`src/sv/lps_pkg.sv`:
```
// Shared types, codes and constants for the LED publish sequencer.
package lps_pkg;

  // One-hot phase codes; phase_code() maps them to the dense output numbering.
  typedef enum logic [19:0] {
    PH_IDLE        = 20'h00001,
    PH_PRE_ON1     = 20'h00002,
    PH_PRE_OFF1    = 20'h00004,
    PH_PRE_ON2     = 20'h00008,
    PH_PRE_OFF2    = 20'h00010,
    PH_TRY         = 20'h00020,
    PH_RETRY_WAIT  = 20'h00040,
    PH_POST_WAIT   = 20'h00080,
    PH_POST_ON1    = 20'h00100,
    PH_POST_OFF1   = 20'h00200,
    PH_POST_ON2    = 20'h00400,
    PH_POST_OFF2   = 20'h00800,
    PH_FAIL_ON1    = 20'h01000,
    PH_FAIL_OFF1   = 20'h02000,
    PH_FAIL_ON2    = 20'h04000,
    PH_FAIL_OFF2   = 20'h08000,
    PH_FAIL_ON3    = 20'h10000,
    PH_FAIL_OFF3   = 20'h20000,
    PH_REFRESH_ON  = 20'h40000,
    PH_REFRESH_OFF = 20'h80000
  } phase_e;

  typedef enum logic [2:0] {
    MODE_TICK              = 3'd0,
    MODE_START             = 3'd1,
    MODE_REFRESH_BEGIN     = 3'd2,
    MODE_REFRESH_END       = 3'd3,
    MODE_REFRESH_END_AFTER = 3'd4
  } mode_e;

  typedef enum logic [2:0] {
    REG_STEP_MS          = 3'd0,
    REG_FAIL_FLASH_MS    = 3'd1,
    REG_POST_WAIT_MS     = 3'd2,
    REG_RETRY_DELAY_MS   = 3'd3,
    REG_MAX_ATTEMPTS     = 3'd4,
    REG_REFRESH_PULSE_MS = 3'd5
  } reg_idx_e;

  localparam logic [15:0] StepMsRst         = 16'd150;
  localparam logic [15:0] FailFlashMsRst    = 16'd100;
  localparam logic [15:0] PostWaitMsRst     = 16'd500;
  localparam logic [15:0] RetryDelayMsRst   = 16'd1000;
  localparam logic [7:0]  MaxAttemptsRst    = 8'd3;
  localparam logic [15:0] RefreshPulseMsRst = 16'd500;

  localparam logic [15:0] TimeMax  = 16'hFFFF;
  localparam logic [7:0]  CountMax = 8'hFF;

  typedef struct packed {
    logic [15:0] step_ms;
    logic [15:0] fail_flash_ms;
    logic [15:0] post_wait_ms;
    logic [15:0] retry_delay_ms;
    logic [7:0]  max_attempts;
    logic [15:0] refresh_pulse_ms;
  } cfg_t;

  typedef struct packed {
    phase_e      phase;
    logic        led;
    logic [15:0] phase_elapsed;
    logic [15:0] phase_length;
    logic [7:0]  fail_count;
    logic        refresh_wanted;
    logic        deadline_armed;
    logic [15:0] deadline_elapsed;
    logic [15:0] deadline_length;
  } state_t;

  typedef struct packed {
    logic       led_on;
    logic [4:0] phase;
    logic       tx_busy;
    logic       active;
    logic       publish_attempt;
    logic       enter_hold;
  } result_t;

  function automatic logic [4:0] phase_code(phase_e ph);
    logic [4:0] code;
    case (ph)
      PH_IDLE:        code = 5'd0;
      PH_PRE_ON1:     code = 5'd1;
      PH_PRE_OFF1:    code = 5'd2;
      PH_PRE_ON2:     code = 5'd3;
      PH_PRE_OFF2:    code = 5'd4;
      PH_TRY:         code = 5'd5;
      PH_RETRY_WAIT:  code = 5'd6;
      PH_POST_WAIT:   code = 5'd7;
      PH_POST_ON1:    code = 5'd8;
      PH_POST_OFF1:   code = 5'd9;
      PH_POST_ON2:    code = 5'd10;
      PH_POST_OFF2:   code = 5'd11;
      PH_FAIL_ON1:    code = 5'd12;
      PH_FAIL_OFF1:   code = 5'd13;
      PH_FAIL_ON2:    code = 5'd14;
      PH_FAIL_OFF2:   code = 5'd15;
      PH_FAIL_ON3:    code = 5'd16;
      PH_FAIL_OFF3:   code = 5'd17;
      PH_REFRESH_ON:  code = 5'd18;
      PH_REFRESH_OFF: code = 5'd19;
      default:        code = 5'd0;
    endcase
    return code;
  endfunction

endpackage

```
`src/sv/lps_cfg.sv`:
```
// Configuration register file of the LED publish sequencer.
module lps_cfg (
  input  logic                clk_i,
  input  logic                rst_ni,
  input  logic                cfg_valid_i,
  input  logic [2:0]          cfg_index_i,
  input  logic [15:0]         cfg_data_i,
  output lps_pkg::cfg_t       cfg_o
);

  lps_pkg::cfg_t cfg_q;

  always_ff @(posedge clk_i or negedge rst_ni) begin
    if (!rst_ni) begin
      cfg_q.step_ms          <= lps_pkg::StepMsRst;
      cfg_q.fail_flash_ms    <= lps_pkg::FailFlashMsRst;
      cfg_q.post_wait_ms     <= lps_pkg::PostWaitMsRst;
      cfg_q.retry_delay_ms   <= lps_pkg::RetryDelayMsRst;
      cfg_q.max_attempts     <= lps_pkg::MaxAttemptsRst;
      cfg_q.refresh_pulse_ms <= lps_pkg::RefreshPulseMsRst;
    end else if (cfg_valid_i) begin
      case (lps_pkg::reg_idx_e'(cfg_index_i))
        lps_pkg::REG_STEP_MS:          cfg_q.step_ms          <= cfg_data_i;
        lps_pkg::REG_FAIL_FLASH_MS:    cfg_q.fail_flash_ms    <= cfg_data_i;
        lps_pkg::REG_POST_WAIT_MS:     cfg_q.post_wait_ms     <= cfg_data_i;
        lps_pkg::REG_RETRY_DELAY_MS:   cfg_q.retry_delay_ms   <= cfg_data_i;
        lps_pkg::REG_MAX_ATTEMPTS:     cfg_q.max_attempts     <= cfg_data_i[7:0];
        lps_pkg::REG_REFRESH_PULSE_MS: cfg_q.refresh_pulse_ms <= cfg_data_i;
        default: ;
      endcase
    end
  end

  assign cfg_o = cfg_q;

endmodule

```
`src/sv/lps_step.sv`:
```
// Next-state and result logic for one request of the LED publish sequencer.
module lps_step (
  input  lps_pkg::cfg_t    cfg_i,
  input  lps_pkg::state_t  st_i,
  input  logic [2:0]       mode_i,
  input  logic             publish_ok_i,
  input  logic [15:0]      deadline_ms_i,
  output lps_pkg::state_t  st_o,
  output lps_pkg::result_t res_o
);

  lps_pkg::state_t nxt;
  logic            tried;
  logic            hold;
  logic [7:0]      fail_inc;

  assign fail_inc = (st_i.fail_count != lps_pkg::CountMax) ?
                    st_i.fail_count + 8'd1 : st_i.fail_count;

  always_comb begin
    nxt   = st_i;
    tried = 1'b0;
    hold  = 1'b0;
    case (lps_pkg::mode_e'(mode_i))
      lps_pkg::MODE_TICK: begin
        if (nxt.phase_elapsed != lps_pkg::TimeMax) begin
          nxt.phase_elapsed = nxt.phase_elapsed + 16'd1;
        end
        if (nxt.deadline_elapsed != lps_pkg::TimeMax) begin
          nxt.deadline_elapsed = nxt.deadline_elapsed + 16'd1;
        end
        // drop the refresh request once its deadline runs out
        if (nxt.deadline_armed && (nxt.deadline_elapsed >= nxt.deadline_length)) begin
          nxt.refresh_wanted = 1'b0;
          nxt.deadline_armed = 1'b0;
        end
        if (st_i.phase == lps_pkg::PH_IDLE) begin
          if (nxt.refresh_wanted) begin
            nxt.led           = 1'b1;
            nxt.phase         = lps_pkg::PH_REFRESH_ON;
            nxt.phase_elapsed = '0;
            nxt.phase_length  = cfg_i.refresh_pulse_ms;
          end
        end else if (nxt.phase_elapsed >= nxt.phase_length) begin
          nxt.phase_elapsed = '0;
          case (st_i.phase)
            lps_pkg::PH_PRE_ON1: begin
              nxt.led = 1'b0; nxt.phase = lps_pkg::PH_PRE_OFF1;
              nxt.phase_length = cfg_i.step_ms;
            end
            lps_pkg::PH_PRE_OFF1: begin
              nxt.led = 1'b1; nxt.phase = lps_pkg::PH_PRE_ON2;
              nxt.phase_length = cfg_i.step_ms;
            end
            lps_pkg::PH_PRE_ON2: begin
              nxt.led = 1'b0; nxt.phase = lps_pkg::PH_PRE_OFF2;
              nxt.phase_length = cfg_i.step_ms;
            end
            lps_pkg::PH_PRE_OFF2: begin
              nxt.fail_count   = '0;
              nxt.phase        = lps_pkg::PH_TRY;
              nxt.phase_length = '0;
            end
            lps_pkg::PH_TRY: begin
              tried = 1'b1;
              if (publish_ok_i) begin
                nxt.phase        = lps_pkg::PH_POST_WAIT;
                nxt.phase_length = cfg_i.post_wait_ms;
              end else begin
                nxt.fail_count = fail_inc;
                if (fail_inc >= cfg_i.max_attempts) begin
                  nxt.led          = 1'b1;
                  nxt.phase        = lps_pkg::PH_FAIL_ON1;
                  nxt.phase_length = cfg_i.fail_flash_ms;
                end else begin
                  nxt.phase        = lps_pkg::PH_RETRY_WAIT;
                  nxt.phase_length = cfg_i.retry_delay_ms;
                end
              end
            end
            lps_pkg::PH_RETRY_WAIT: begin
              nxt.phase        = lps_pkg::PH_TRY;
              nxt.phase_length = '0;
            end
            lps_pkg::PH_POST_WAIT: begin
              nxt.led = 1'b1; nxt.phase = lps_pkg::PH_POST_ON1;
              nxt.phase_length = cfg_i.step_ms;
            end
            lps_pkg::PH_POST_ON1: begin
              nxt.led = 1'b0; nxt.phase = lps_pkg::PH_POST_OFF1;
              nxt.phase_length = cfg_i.step_ms;
            end
            lps_pkg::PH_POST_OFF1: begin
              nxt.led = 1'b1; nxt.phase = lps_pkg::PH_POST_ON2;
              nxt.phase_length = cfg_i.step_ms;
            end
            lps_pkg::PH_POST_ON2: begin
              nxt.led = 1'b0; nxt.phase = lps_pkg::PH_POST_OFF2;
              nxt.phase_length = cfg_i.step_ms;
            end
            lps_pkg::PH_FAIL_ON1: begin
              nxt.led = 1'b0; nxt.phase = lps_pkg::PH_FAIL_OFF1;
              nxt.phase_length = cfg_i.fail_flash_ms;
            end
            lps_pkg::PH_FAIL_OFF1: begin
              nxt.led = 1'b1; nxt.phase = lps_pkg::PH_FAIL_ON2;
              nxt.phase_length = cfg_i.fail_flash_ms;
            end
            lps_pkg::PH_FAIL_ON2: begin
              nxt.led = 1'b0; nxt.phase = lps_pkg::PH_FAIL_OFF2;
              nxt.phase_length = cfg_i.fail_flash_ms;
            end
            lps_pkg::PH_FAIL_OFF2: begin
              nxt.led = 1'b1; nxt.phase = lps_pkg::PH_FAIL_ON3;
              nxt.phase_length = cfg_i.fail_flash_ms;
            end
            lps_pkg::PH_FAIL_ON3: begin
              nxt.led = 1'b0; nxt.phase = lps_pkg::PH_FAIL_OFF3;
              nxt.phase_length = cfg_i.fail_flash_ms;
            end
            lps_pkg::PH_POST_OFF2, lps_pkg::PH_FAIL_OFF3: begin
              if (nxt.refresh_wanted) begin
                nxt.led          = 1'b1;
                nxt.phase        = lps_pkg::PH_REFRESH_ON;
                nxt.phase_length = cfg_i.refresh_pulse_ms;
              end else begin
                nxt.phase_elapsed = st_i.phase_elapsed == lps_pkg::TimeMax ?
                                    lps_pkg::TimeMax : st_i.phase_elapsed + 16'd1;
                nxt.phase = lps_pkg::PH_IDLE;
                hold      = 1'b1;
              end
            end
            lps_pkg::PH_REFRESH_ON, lps_pkg::PH_REFRESH_OFF: begin
              if (!nxt.refresh_wanted) begin
                // going idle keeps the counted time, as no new phase starts
                nxt.phase_elapsed = st_i.phase_elapsed == lps_pkg::TimeMax ?
                                    lps_pkg::TimeMax : st_i.phase_elapsed + 16'd1;
                nxt.phase = lps_pkg::PH_IDLE;
                hold      = 1'b1;
              end else begin
                nxt.led   = (st_i.phase == lps_pkg::PH_REFRESH_OFF);
                nxt.phase = (st_i.phase == lps_pkg::PH_REFRESH_ON) ?
                            lps_pkg::PH_REFRESH_OFF : lps_pkg::PH_REFRESH_ON;
                nxt.phase_length = cfg_i.refresh_pulse_ms;
              end
            end
            default: begin
              // hold the counted time in a phase without a successor
              nxt.phase_elapsed = st_i.phase_elapsed == lps_pkg::TimeMax ?
                                  lps_pkg::TimeMax : st_i.phase_elapsed + 16'd1;
            end
          endcase
        end
      end
      lps_pkg::MODE_START: begin
        nxt.led           = 1'b1;
        nxt.phase         = lps_pkg::PH_PRE_ON1;
        nxt.phase_elapsed = '0;
        nxt.phase_length  = cfg_i.step_ms;
      end
      lps_pkg::MODE_REFRESH_BEGIN: begin
        nxt.deadline_armed = 1'b0;
        nxt.refresh_wanted = 1'b1;
        if (st_i.phase == lps_pkg::PH_IDLE) begin
          nxt.led           = 1'b1;
          nxt.phase         = lps_pkg::PH_REFRESH_ON;
          nxt.phase_elapsed = '0;
          nxt.phase_length  = cfg_i.refresh_pulse_ms;
        end
      end
      lps_pkg::MODE_REFRESH_END: begin
        nxt.refresh_wanted = 1'b0;
        nxt.deadline_armed = 1'b0;
      end
      lps_pkg::MODE_REFRESH_END_AFTER: begin
        nxt.deadline_elapsed = '0;
        nxt.deadline_length  = deadline_ms_i;
        nxt.deadline_armed   = 1'b1;
      end
      default: ;
    endcase
  end

  assign st_o = nxt;

  always_comb begin
    res_o.led_on          = nxt.led;
    res_o.phase           = lps_pkg::phase_code(nxt.phase);
    res_o.active          = (nxt.phase != lps_pkg::PH_IDLE);
    res_o.tx_busy         = (nxt.phase != lps_pkg::PH_IDLE) &&
                            (nxt.phase != lps_pkg::PH_REFRESH_ON) &&
                            (nxt.phase != lps_pkg::PH_REFRESH_OFF);
    res_o.publish_attempt = tried;
    res_o.enter_hold      = hold;
  end

endmodule

```
`src/sv/led_publish_sequencer_core.sv`:
```
// Top level of the LED publish sequencer: request and result registers around the step logic.
//
// Usage:
//   Input channel (in_valid_i / in_stall_o) carries one request: mode_i selects a 1 ms
//   tick, start send, refresh begin, refresh end or refresh end after deadline_ms_i;
//   publish_ok_i is sampled on a tick that ends a publish try.
//   Output channel (out_valid_o / out_stall_i) returns exactly one result per request:
//   LED level, phase code, busy flags, publish-try strobe and the return-to-idle pulse.
//   Configuration writes (cfg_valid_i, cfg_index_i, cfg_data_i) are always ready and
//   take effect on the next request; indexes 6 and 7 are ignored.
// Timing:
//   A request taken into the request register is evaluated into the result register
//   once the result register is free, and its result is shown from there. One request
//   per cycle is sustained while the output is not stalled; the step is a single pass of
//   compare-and-select logic against the state register.
// Reset:
//   Phase idle, LED off, timers and counters cleared, configuration at defaults.
// Stall:
//   A held result stalls the request register; the input channel stalls only when
//   both registers are full, so results are never dropped or repeated.
module led_publish_sequencer_core (
  input  logic        clk_i,
  input  logic        rst_ni,
  input  logic        in_valid_i,
  output logic        in_stall_o,
  input  logic [2:0]  mode_i,
  input  logic        publish_ok_i,
  input  logic [15:0] deadline_ms_i,
  output logic        out_valid_o,
  input  logic        out_stall_i,
  output logic        led_on_o,
  output logic [4:0]  phase_o,
  output logic        tx_busy_o,
  output logic        active_o,
  output logic        publish_attempt_o,
  output logic        enter_hold_o,
  input  logic        cfg_valid_i,
  output logic        cfg_ready_o,
  input  logic [2:0]  cfg_index_i,
  input  logic [15:0] cfg_data_i
);

  lps_pkg::cfg_t    cfg;
  lps_pkg::state_t  st_q, st_d;
  lps_pkg::result_t res_d, res_q;

  logic        req_valid_q;
  logic [2:0]  mode_q;
  logic        ok_q;
  logic [15:0] dl_q;
  logic        out_valid_q;
  logic        out_free;
  logic        advance;
  logic        take;

  assign cfg_ready_o = 1'b1;

  lps_cfg u_cfg (
    .clk_i       (clk_i),
    .rst_ni      (rst_ni),
    .cfg_valid_i (cfg_valid_i),
    .cfg_index_i (cfg_index_i),
    .cfg_data_i  (cfg_data_i),
    .cfg_o       (cfg)
  );

  lps_step u_step (
    .cfg_i         (cfg),
    .st_i          (st_q),
    .mode_i        (mode_q),
    .publish_ok_i  (ok_q),
    .deadline_ms_i (dl_q),
    .st_o          (st_d),
    .res_o         (res_d)
  );

  assign out_free   = !out_valid_q || !out_stall_i;
  assign advance    = req_valid_q && out_free;
  assign in_stall_o = req_valid_q && !out_free;
  assign take       = in_valid_i && !in_stall_o;

  always_ff @(posedge clk_i or negedge rst_ni) begin
    if (!rst_ni) begin
      req_valid_q <= 1'b0;
      out_valid_q <= 1'b0;
    end else begin
      if (take) begin
        req_valid_q <= 1'b1;
      end else if (advance) begin
        req_valid_q <= 1'b0;
      end
      if (out_free) begin
        out_valid_q <= req_valid_q;
      end
    end
  end

  always_ff @(posedge clk_i or negedge rst_ni) begin
    if (!rst_ni) begin
      st_q.phase            <= lps_pkg::PH_IDLE;
      st_q.led              <= 1'b0;
      st_q.phase_elapsed    <= '0;
      st_q.phase_length     <= '0;
      st_q.fail_count       <= '0;
      st_q.refresh_wanted   <= 1'b0;
      st_q.deadline_armed   <= 1'b0;
      st_q.deadline_elapsed <= '0;
      st_q.deadline_length  <= '0;
    end else if (advance) begin
      st_q <= st_d;
    end
  end

  // payload registers: load on take / advance only
  always_ff @(posedge clk_i) begin
    if (take) begin
      mode_q <= mode_i;
      ok_q   <= publish_ok_i;
      dl_q   <= deadline_ms_i;
    end
    if (advance) begin
      res_q <= res_d;
    end
  end

  assign out_valid_o       = out_valid_q;
  assign led_on_o          = res_q.led_on;
  assign phase_o           = res_q.phase;
  assign tx_busy_o         = res_q.tx_busy;
  assign active_o          = res_q.active;
  assign publish_attempt_o = res_q.publish_attempt;
  assign enter_hold_o      = res_q.enter_hold;

endmodule

```
`config.mk`:
```
export PLATFORM = sky130hd
export DESIGN_NAME = led_publish_sequencer_core
export DESIGN_NICKNAME = d
export VERILOG_FILES = /design/src/sv/lps_pkg.sv /design/src/sv/lps_cfg.sv /design/src/sv/lps_step.sv /design/src/sv/led_publish_sequencer_core.sv
export SDC_FILE = /design/constraint.sdc
export NUM_CORES = 1
export LEC_CHECK = 0
export ABC_CLOCK_PERIOD_IN_PS = 4800
export BUFFER_PORTS_ARGS = -buffer_cell sky130_fd_sc_hd__buf_2
export CAP_MARGIN = 20
export CELL_PAD_IN_SITES_DETAIL_PLACEMENT = 1
export CELL_PAD_IN_SITES_GLOBAL_PLACEMENT = 1
export CORE_ASPECT_RATIO = 0.9
export CORE_UTILIZATION = 28
export CTS_CLUSTER_DIAMETER = 40
export DETAILED_ROUTE_END_ITERATION = 10
export PLACE_DENSITY_LB_ADDON = 0.12
export SYNTH_ARGS = -nofsm -noshare
export SYNTH_HDL_FRONTEND = slang
export SYNTH_SLANG_ARGS = --single-unit
```
`constraint.sdc`:
```
create_clock -name clk_i -period 4.8 [get_ports clk_i]
set_input_delay 0.72 -clock clk_i [delete_from_list [all_inputs] [get_ports clk_i]]
set_output_delay 0.72 -clock clk_i [all_outputs]
set_load 0.01 [all_outputs]
```
# Word level (Yosys, flattened, before mapping)
# Cells that the tools add are included.
dict set report word_totals {
  regBits 215
  input_bits 44
  out_inout_bits 13
}
dict set report classes {
  addsub 3
  n_lt_le_gt_ge 3
  n_eq_ne 62
  n_mux 40
  bitwise_logic 4
  reduce_logical 44
}
# cell count
set ops {}
lappend ops {{20-bit one-hot mux with 16 select lines} 1}
lappend ops {{53-bit 2-to-1 mux} 3}
lappend ops {{53-bit one-hot mux with 3 select lines} 1}
lappend ops {{16-bit 2-to-1 mux} 9}
lappend ops {{5-bit one-hot mux with 19 select lines} 1}
lappend ops {{16-bit one-hot mux with 5 select lines} 1}
lappend ops {{16-bit one-hot mux with 2 select lines} 2}
lappend ops {{61-bit 2-to-1 mux} 1}
lappend ops {{20-bit 2-to-1 mux} 3}
lappend ops {{20-bit by 10-bit equality test with 1-bit output (second input constant)} 2}
lappend ops {{20-bit by 11-bit equality test with 1-bit output (second input constant)} 2}
lappend ops {{20-bit by 12-bit equality test with 1-bit output (second input constant)} 2}
lappend ops {{20-bit by 13-bit equality test with 1-bit output (second input constant)} 2}
lappend ops {{20-bit by 14-bit equality test with 1-bit output (second input constant)} 2}
lappend ops {{20-bit by 15-bit equality test with 1-bit output (second input constant)} 2}
lappend ops {{20-bit by 16-bit equality test with 1-bit output (second input constant)} 2}
lappend ops {{20-bit by 17-bit equality test with 1-bit output (second input constant)} 2}
lappend ops {{20-bit by 18-bit equality test with 1-bit output (second input constant)} 2}
lappend ops {{20-bit by 19-bit equality test with 1-bit output (second input constant)} 2}
lappend ops {{20-bit by 2-bit equality test with 1-bit output (second input constant)} 2}
lappend ops {{20-bit equality test (second input constant)} 2}
lappend ops {{20-bit by 3-bit equality test with 1-bit output (second input constant)} 2}
lappend ops {{20-bit by 4-bit equality test with 1-bit output (second input constant)} 2}
lappend ops {{20-bit by 5-bit equality test with 1-bit output (second input constant)} 2}
lappend ops {{other kinds (48)} 104}

# Depth between registers and ports, before layout
# Gate-level depths: netlist (run 1).
dict set report depth {
  ltp_word 15
  mapped_depth 24
  ltp_nobuf 22
}

# Cells and area by module
# From an unflattened synthesis (run 1), not the netlist that was laid out.
dict set report unflattened {
  cells_unflattened 1409
  area_unflattened_um2 13895.8
}
# module instances cells_per_inst area_each_um2 seq_area_each_um2
set modules_own_cells {}
lappend modules_own_cells {lps_step 1 978 5958.2 0.0}
lappend modules_own_cells {led_publish_sequencer_core 1 240 4539.4 3329.4}
lappend modules_own_cells {lps_cfg 1 191 3398.3 2235.9}

# Worst setup path before layout (run 1)
# OpenSTA, ideal clock, no wires.
dict set report synth_path {
  kind {register -> register}
  startpoint {reg st_q[58] (netlist name)}
  endpoint {reg res_q (netlist bit tx_busy_o) (data pin)}
  arrival_ns 4.695
  slack_ns -0.150
  stages_incl_launch_ff 22
  path_buffers 1
  path_cell_list {dfrtp_1 -> ha_1 -> nand2_1 -> nor2_1 -> and3_1 -> and3_1 -> and3_1 -> and2_0 -> nand4_1 -> clkbuf_1 -> nand2_1 -> ha_1 -> nand4_1 -> nor2_1 -> o2111ai_1 -> o211ai_1 -> a21boi_2 -> o21a_1 -> o211ai_2 -> or3_1 -> or3_1 -> and2_1}
}
# element line_no
set synth_lines {}
lappend synth_lines {{start, declared} led_publish_sequencer_core.sv:44} ;# lps_pkg::state_t st_q, st_d;
lappend synth_lines {{start signal, assigned} led_publish_sequencer_core.sv:110} ;# st_q <= st_d;
lappend synth_lines {{end signal, assigned} led_publish_sequencer_core.sv:122} ;# res_q <= res_d;
lappend synth_lines {{end, declared} led_publish_sequencer_core.sv:45} ;# lps_pkg::result_t res_d, res_q;

==> results.sh, run 1 <==
export IMPL_gr_total_overflow=0
export IMPL_powerDensity_nw_per_um2=403.1
export IMPL_cp_end_kind="flop"
export IMPL_wl_per_cell_um=19.19
export IMPL_drt_pass1_iter_count=7
export IMPL_synth_cell_type_count=88
export IMPL_grt_max_degree=96
export IMPL_fp_dieW_um=226.4
export IMPL_clkPwrFrac_pct=48.7
export IMPL_internal_power_mw=4.880
export IMPL_start_kind="flop"
export IMPL_cts_sinks=215
export IMPL_yosys_register_bits=215
export IMPL_area_growth_pct=31.46
export IMPL_routed_wl_mm=40.69
export IMPL_ys_flop_type="dfrtp_1"
export IMPL_setup_tns_ps=0
export IMPL_antenna_found_initial=0
export IMPL_worstPathRequired_ps=5100
export IMPL_max_stage_delay_ps=400
export IMPL_swShare_pct=27.42
export IMPL_irDropWorstVdd_mv=0.2897
export IMPL_grt_pass1_vias=11240
export IMPL_cts_hold_buf=0
export IMPL_initial_core_util_pct=28.58
export IMPL_syn_inst=1284
export IMPL_crit_fanout=6
export IMPL_drv_slew=0
export IMPL_hpwlAfterDp_mm=28.49
export IMPL_path_clk_slew_ps=40
export IMPL_synth_area_sq_um=12690
export IMPL_finalHoldViolCount=0
export IMPL_synth_seq_area_share_pct=43.86
export IMPL_worst_pin_slew_ps=1066
export IMPL_power_frac_seq_pct=35.0
export IMPL_root_buffer="clkbuf_16"
export IMPL_place_gp_congestion=0.8357
export IMPL_dieHeight_um=204.0
export IMPL_design_core_area_sq_um=44390
export IMPL_h_tree_depth=2
export IMPL_dieArea_sq_um=46170
export IMPL_track_usage_pct=18.01
export IMPL_crit_path_cell_trace="ha_2 -> nand2_1 -> nor2_2 -> and3_4 -> and3_4 -> and3_4 -> and2_4 -> nand4_1 -> ha_1 -> inv_1 -> ha_1 -> nand2b_4 -> a21o_1 -> a31oi_1 -> o211ai_1 -> buf_4 -> buf_6 -> and2_4 -> buf_4 -> o41ai_4 -> nand2_2 -> or3_4 -> or3_4 -> and2_4"
export IMPL_status="finished clean"
export IMPL_slew_limit_headroom_pct=28.79
export IMPL_period_share_pct=98.76
export IMPL_final_nets=1569
export IMPL_top_level_ports=57
export IMPL_drc_errors=0
export IMPL_synthArstFlopShare_pct=86.05
export IMPL_clk_latency_ps=580
export IMPL_ys_warn_count=0
export IMPL_path_class="flop to flop"
export IMPL_cap_viol_max_count=0
export IMPL_antenna_cells=0
export IMPL_grt_pass1_wl_mm=64.54
export IMPL_period_needed_ps=4741
export IMPL_finalClockSkew_ps=38.07
export IMPL_rsz0062_at_grt="yes"
export IMPL_pre_cts_ws_ps=-246.4
export IMPL_drive_gt1_share_pct=34.61
export IMPL_drt_antenna_violating_nets=0
export IMPL_setup_slack_ps=59.45
export IMPL_postSynthAreaPerCell_sq_um=9.882
export IMPL_cp_arrival_ps=5040
export IMPL_leakagePower_nw=7.363
export IMPL_rows=73
export IMPL_setup_viol=0
export IMPL_mappedNetlistNets=1372
export IMPL_synth_edf_count=30
export IMPL_min_path_type="input pin to async pin"
export IMPL_cts_buffers=47
export IMPL_viasPerCell=5.069
export IMPL_combinationalPowerShare_pct=16.3
export IMPL_cts_max_path_buffers=3
export IMPL_drt_iter0_drc=589
export IMPL_cts_tree="yes"
export IMPL_crit_path_top_delay_cell="or3_4"
export IMPL_postLayoutCoreUtil_pct=37.58
export IMPL_route_vias_total=10750
export IMPL_portBuffers=55
export IMPL_p_switching_mw=1.844
export IMPL_fmax_ghz=0.2109
state kept, by name (all words and copies together), names as in the netlist:
name,flops
st_q,95
u_cfg.cfg_o,88
dl_q,16
phase_o,5
mode_q,3
active_o,1
enter_hold_o,1
led_on_o,1
ok_q,1
out_valid_o,1
publish_attempt_o,1
req_valid_q,1
tx_busy_o,1
final timing paths:
check	cells past startpoint	from	to	slack [ps]
worst min-delay path	1	rst_ni	st_q[79]	100
worst min register to register	1	dl_q[2]	st_q[2]	470
worst max-delay path	24	st_q[59]	tx_busy_o	60
min in group clk_i	1	deadline_ms_i[12]	dl_q[12]	310
worst max register to register	24	st_q[59]	tx_busy_o	60
max in group asynchronous	2	rst_ni	st_q[77]	3650
synthesized netlist by cell type, types with 7 or more instances:
cell type	count	area [sq um]
inv_1	50	187.7
clkbuf_1	52	195.2
ha_1	44	550.5
o21ai_1	9	45.04
nand3_1	30	150.1
nand2b_1	26	162.7
o211ai_1	8	60.06
dfrtp_1	157	3929
a22oi_1	21	157.7
and2_1	8	50.05
a31oi_1	7	43.79
mux2_2	100	1126
a221o_1	17	170.2
dfstp_2	28	735.7
or3_1	8	50.05
nor3_1	25	125.1
nor4_1	9	56.30
nand4_1	16	100.1
xnor2_1	26	227.7
o21ai_0	91	455.4
a21oi_1	67	335.3
xor2_1	14	122.6
nor2_1	103	386.6
edfxtp_1	30	900.9
and3_1	18	112.6
o21a_1	7	52.55
nand2_1	121	454.2
buf_2	14	70.07
mux2i_1	17	170.2
a22o_1	23	201.4
a32oi_1	15	131.4
timing repair:
action / in CTS / in global routing
pin swaps: 10 / 41
setup buffers: 6 / 15
gates resized for setup: 18 / 60
endpoints found under the setup margin: 7 / 22
cells by family (layout without fill, tap and decap cells):
| kind of cell | after synthesis | count (layout) | share of synthesized area (%) |
|---|---|---|---|
| AOI/OAI and AO/OA | 324 | 324 | 17.37 |
| xor gates and xnor gates | 40 | 40 | 2.761 |
| adders and majority gates | 44 | 44 | 4.339 |
| buffers and inverters | 129 | 365 | 4.250 |
| DFF | 215 | 215 | 43.86 |
| muxes | 117 | 117 | 10.22 |
| other | 1 | 1 | 0.02955 |
| and+or+nand+nor | 414 | 414 | 17.17 |
final cells by class:
class / count / area (sq um)
sequential: 215 / 5565
clock buffer: 60 / 1266
tap: 600 / 750.7
multi-input combinational: 940 / 6917
inverter: 51 / 191.4
timing repair buffer: 226 / 1640
clock inverter: 28 / 349.1
fill: 5017 / 27710
cell usage in the layout (no fill, tap or decap), types with 7 or more instances in the layout:
cell type   count
o21ai_1        18
o21ai_0        80
o211ai_1        8
buf_4         161
clkinv_2        9
nand2b_1       25
nor4_4          7
dfstp_2        28
mux2_2        100
nand3_1        28
mux2i_1        17
nand2_1       115
and3_1          9
a31oi_1         7
clkbuf_16      48
buf_2          54
inv_1          50
clkinvlp_4      7
ha_1           43
nor2_1        100
a221o_1        17
and3_4          9
a32oi_1        14
a22oi_1        19
dfrtp_1       157
edfxtp_1       30
nor4_1          7
nor3_1         21
a22o_1         23
nand4_1        16
xnor2_1        25
a21oi_1        61
xor2_1         12
clkbuf_1       10
metrics by stage:
step / instance area [sq um] / cells / hold slack [ps] / total power [mW]
after global placement: 14580 / 2011 / 453.1 / 3.410
after global routing: 16680 / 2120 / 119.0 / 7.074
after CTS: 16310 / 2105 / 92.33 / 6.813
final: 16680 / 2120 / 99.58 / 6.724
after detailed placement: 14580 / 2011 / 468.7 / 3.455
after floorplan: 12700 / 1284 / 424.4 / 3.027
critical path, delay by kind of cell, from the launching register on:
kind,cells,cell delay [ps]
AND/OR/NAND/NOR,13,2370
adder cells (fa/ha/maj),3,770
buffers and inverters,4,500
AO/OA/AOI/OAI,4,470
flip-flops,1,370
routing by layer:
metal / GRT usage, % / up-vias / wire length [um]
met2: 27.57 / 160 / 18210
met1: 26.00 / 5411 / 20330
met5: 0 / - / 0
met4: 5.236 / 0 / 799
met3: 2.803 / 56 / 1351
li1: - / 5119 / -
power groups by stage:
stage          Sequential (mW)  Clock, mW  Combinational (mW)
2_1_floorplan             2.32          0               0.705
3_3_place_gp              2.37          0                1.04
3_5_place_dp              2.38          0                1.07
4_1_cts                   2.36       3.37                1.09
5_1_grt                   2.40       3.45                1.23
6_report                  2.35       3.28                1.09
Power figures use the tool's default switching activity.
==> inputs of run 2 (changes only) <==
--- a/config.mk
+++ b/config.mk
@@ -15,6 +15,7 @@
 export CTS_CLUSTER_DIAMETER = 40
 export DETAILED_ROUTE_END_ITERATION = 10
 export PLACE_DENSITY_LB_ADDON = 0.12
+export REMOVE_ABC_BUFFERS = 1
 export SYNTH_ARGS = -nofsm -noshare
 export SYNTH_HDL_FRONTEND = slang
 export SYNTH_SLANG_ARGS = --single-unit
==> results.sh, run 2 (same netlist as run 1, synthesis figures left out) <==
export IMPL_fmax_ghz=0.2088
export IMPL_cts_sinks=215
export IMPL_rows=73
export IMPL_dpl_cell_area_sq_um=14580
export IMPL_viasPerCell=5.066
export IMPL_rrSetupSlack_ps=10
export IMPL_largest_register="st_q"
export IMPL_initial_core_util_pct=28.58
export IMPL_total_power_mw=6.712
export IMPL_cts_hold_buf=0
export IMPL_cap_viol_max_count=0
export IMPL_drt_pass1_iter_count=4
export IMPL_finalClockSkew_ps=29.49
export IMPL_fin_area_sq_um=16750
export IMPL_powerDensity_nw_per_um2=400.8
export IMPL_final_cell_mix="161 x buf_4, 157 x dfrtp_1, 118 x nand2_1, 100 x mux2_2, 95 x nor2_1"
export IMPL_antenna_cells=0
export IMPL_start_kind="flop"
export IMPL_rsz0062_at_grt="yes"
export IMPL_area_growth_pct=31.99
export IMPL_final_nets=1572
export IMPL_slew_limit_headroom_pct=30.63
export IMPL_drc_errors=0
export IMPL_drt_antenna_violating_nets=0
export IMPL_hpwlAfterDp_mm=28.37
export IMPL_grt_pass1_vias=11110
export IMPL_drv_slew=0
export IMPL_wl_per_cell_um=19.21
export IMPL_cts_buffers=46
export IMPL_period_share_pct=99.77
export IMPL_path_class="flop to flop"
export IMPL_worst_pin_slew_ps=1041
export IMPL_drive_gt1_share_pct=35.20
export IMPL_worstPathRequired_ps=5100
export IMPL_routed_wl_mm=40.73
export IMPL_top_level_ports=57
export IMPL_final_common_cell="buf_4"
export IMPL_register_area_sq_um=5565
export IMPL_dieArea_sq_um=46170
export IMPL_postLayoutCoreUtil_pct=37.73
export IMPL_grt_max_degree=96
export IMPL_fp_dieW_um=226.4
export IMPL_antenna_found_initial=0
export IMPL_dieHeight_um=204.0
export IMPL_multi_input_area_sq_um=6944
export IMPL_drt_iter0_drc=479
export IMPL_clk_latency_ps=570
export IMPL_irDropWorstVdd_mv=0.2486
export IMPL_setup_viol=0
export IMPL_finalHoldViolCount=0
export IMPL_pre_cts_ws_ps=-321.1
export IMPL_cts_max_path_buffers=3
export IMPL_cp_arrival_ps=5090
export IMPL_gr_total_overflow=0
export IMPL_cp_end_kind="flop"
export IMPL_cts_tree="yes"
export IMPL_hold_slack_ps=252.4
export IMPL_portBuffers=55
export IMPL_root_buffer="clkbuf_16"
export IMPL_track_usage_pct=18.03
export IMPL_h_tree_depth=2
export IMPL_place_gp_congestion=0.8510
export IMPL_grt_pass1_wl_mm=64.68
export IMPL_status="finished clean"
export IMPL_path_clk_slew_ps=50
export IMPL_design_core_area_sq_um=44390
export IMPL_setup_slack_ps=10.98
export IMPL_route_vias_total=10740
export IMPL_period_needed_ps=4789
export IMPL_largest_reg_flops=95
export IMPL_leakagePower_nw=7.381
export IMPL_min_path_type="input pin to async pin"
export IMPL_nFillCells=5001
export IMPL_crit_fanout=5
[run 2: cell type report]
type                            instances  share of cell area, %
Timing Repair Buffer                  230                  10.19
Inverter                               51                  1.143
Tap cell                              600                  4.483
Clock buffer                           58                  7.508
Clock inverter                         26                  1.980
Sequential cell                       215                  33.23
Multi-Input combinational cell        940                  41.46
[run 2: critical path, stage by stage, from the launching register on]
cell,delay (ps)
dfrtp_1,350
nand4_1,170
nor3_2,230
and3_1,210
and2_4,150
nand4_1,220
and2_4,250
buf_4,130
and3_4,170
xor2_1,150
ha_1,280
o21ai_2,120
a21oi_2,60
o2111a_1,270
a21boi_4,270
o21a_4,230
o221ai_4,130
nand2_1,120
nand2_1,70
or3_4,410
or3_4,370
and2_1,160
[run 2: where the power goes]
| part | internal, mW | leakage (nW) | total [mW] | switching (mW) |
|---|---|---|---|---|
| Sequential | 2.17 | 2.56 | 2.35 | 0.181 |
| Combinational | 0.525 | 4.04 | 1.10 | 0.575 |
| Clock | 2.18 | 0.774 | 3.26 | 1.08 |
[run 2: layer usage]
layer / GRT usage (%) / up-vias / share of wire, %
li1: - / 5117 / -
met4: 5.478 / 0 / 2.2
met1: 26.29 / 5400 / 51
met5: 0 / - / 0
met3: 3.091 / 69 / 3.5
met2: 26.96 / 154 / 44
[run 2: through the flow]
| step | TNS, ps | instances |
|---|---|---|
| CTS | -73.67 | 2101 |
| global route | -1078 | 2120 |
| finish | 0 | 2120 |
| floorplan | -11070 | 1206 |
| global placement | -1011 | 2012 |
| detailed placement | -1709 | 2012 |
[run 2: final timing paths]
path,start,to,cells after the start
min in group clk_i,deadline_ms_i[15],dl_q[15],1
hold / removal,rst_ni,st_q[85],1
max in group asynchronous,rst_ni,u_cfg.cfg_o[87],2
setup / recovery,st_q[20],tx_busy_o,21
setup reg to reg,st_q[20],tx_busy_o,21
hold reg to reg,st_q[27],st_q[27],2
[run 2: what timing repair did]
action	4_1_cts	5_1_grt
hold endpoints to repair	0	0
gates resized for setup	15	80
buffers inserted	5	19
endpoints found under the setup margin	7	15
pin swaps	6	52
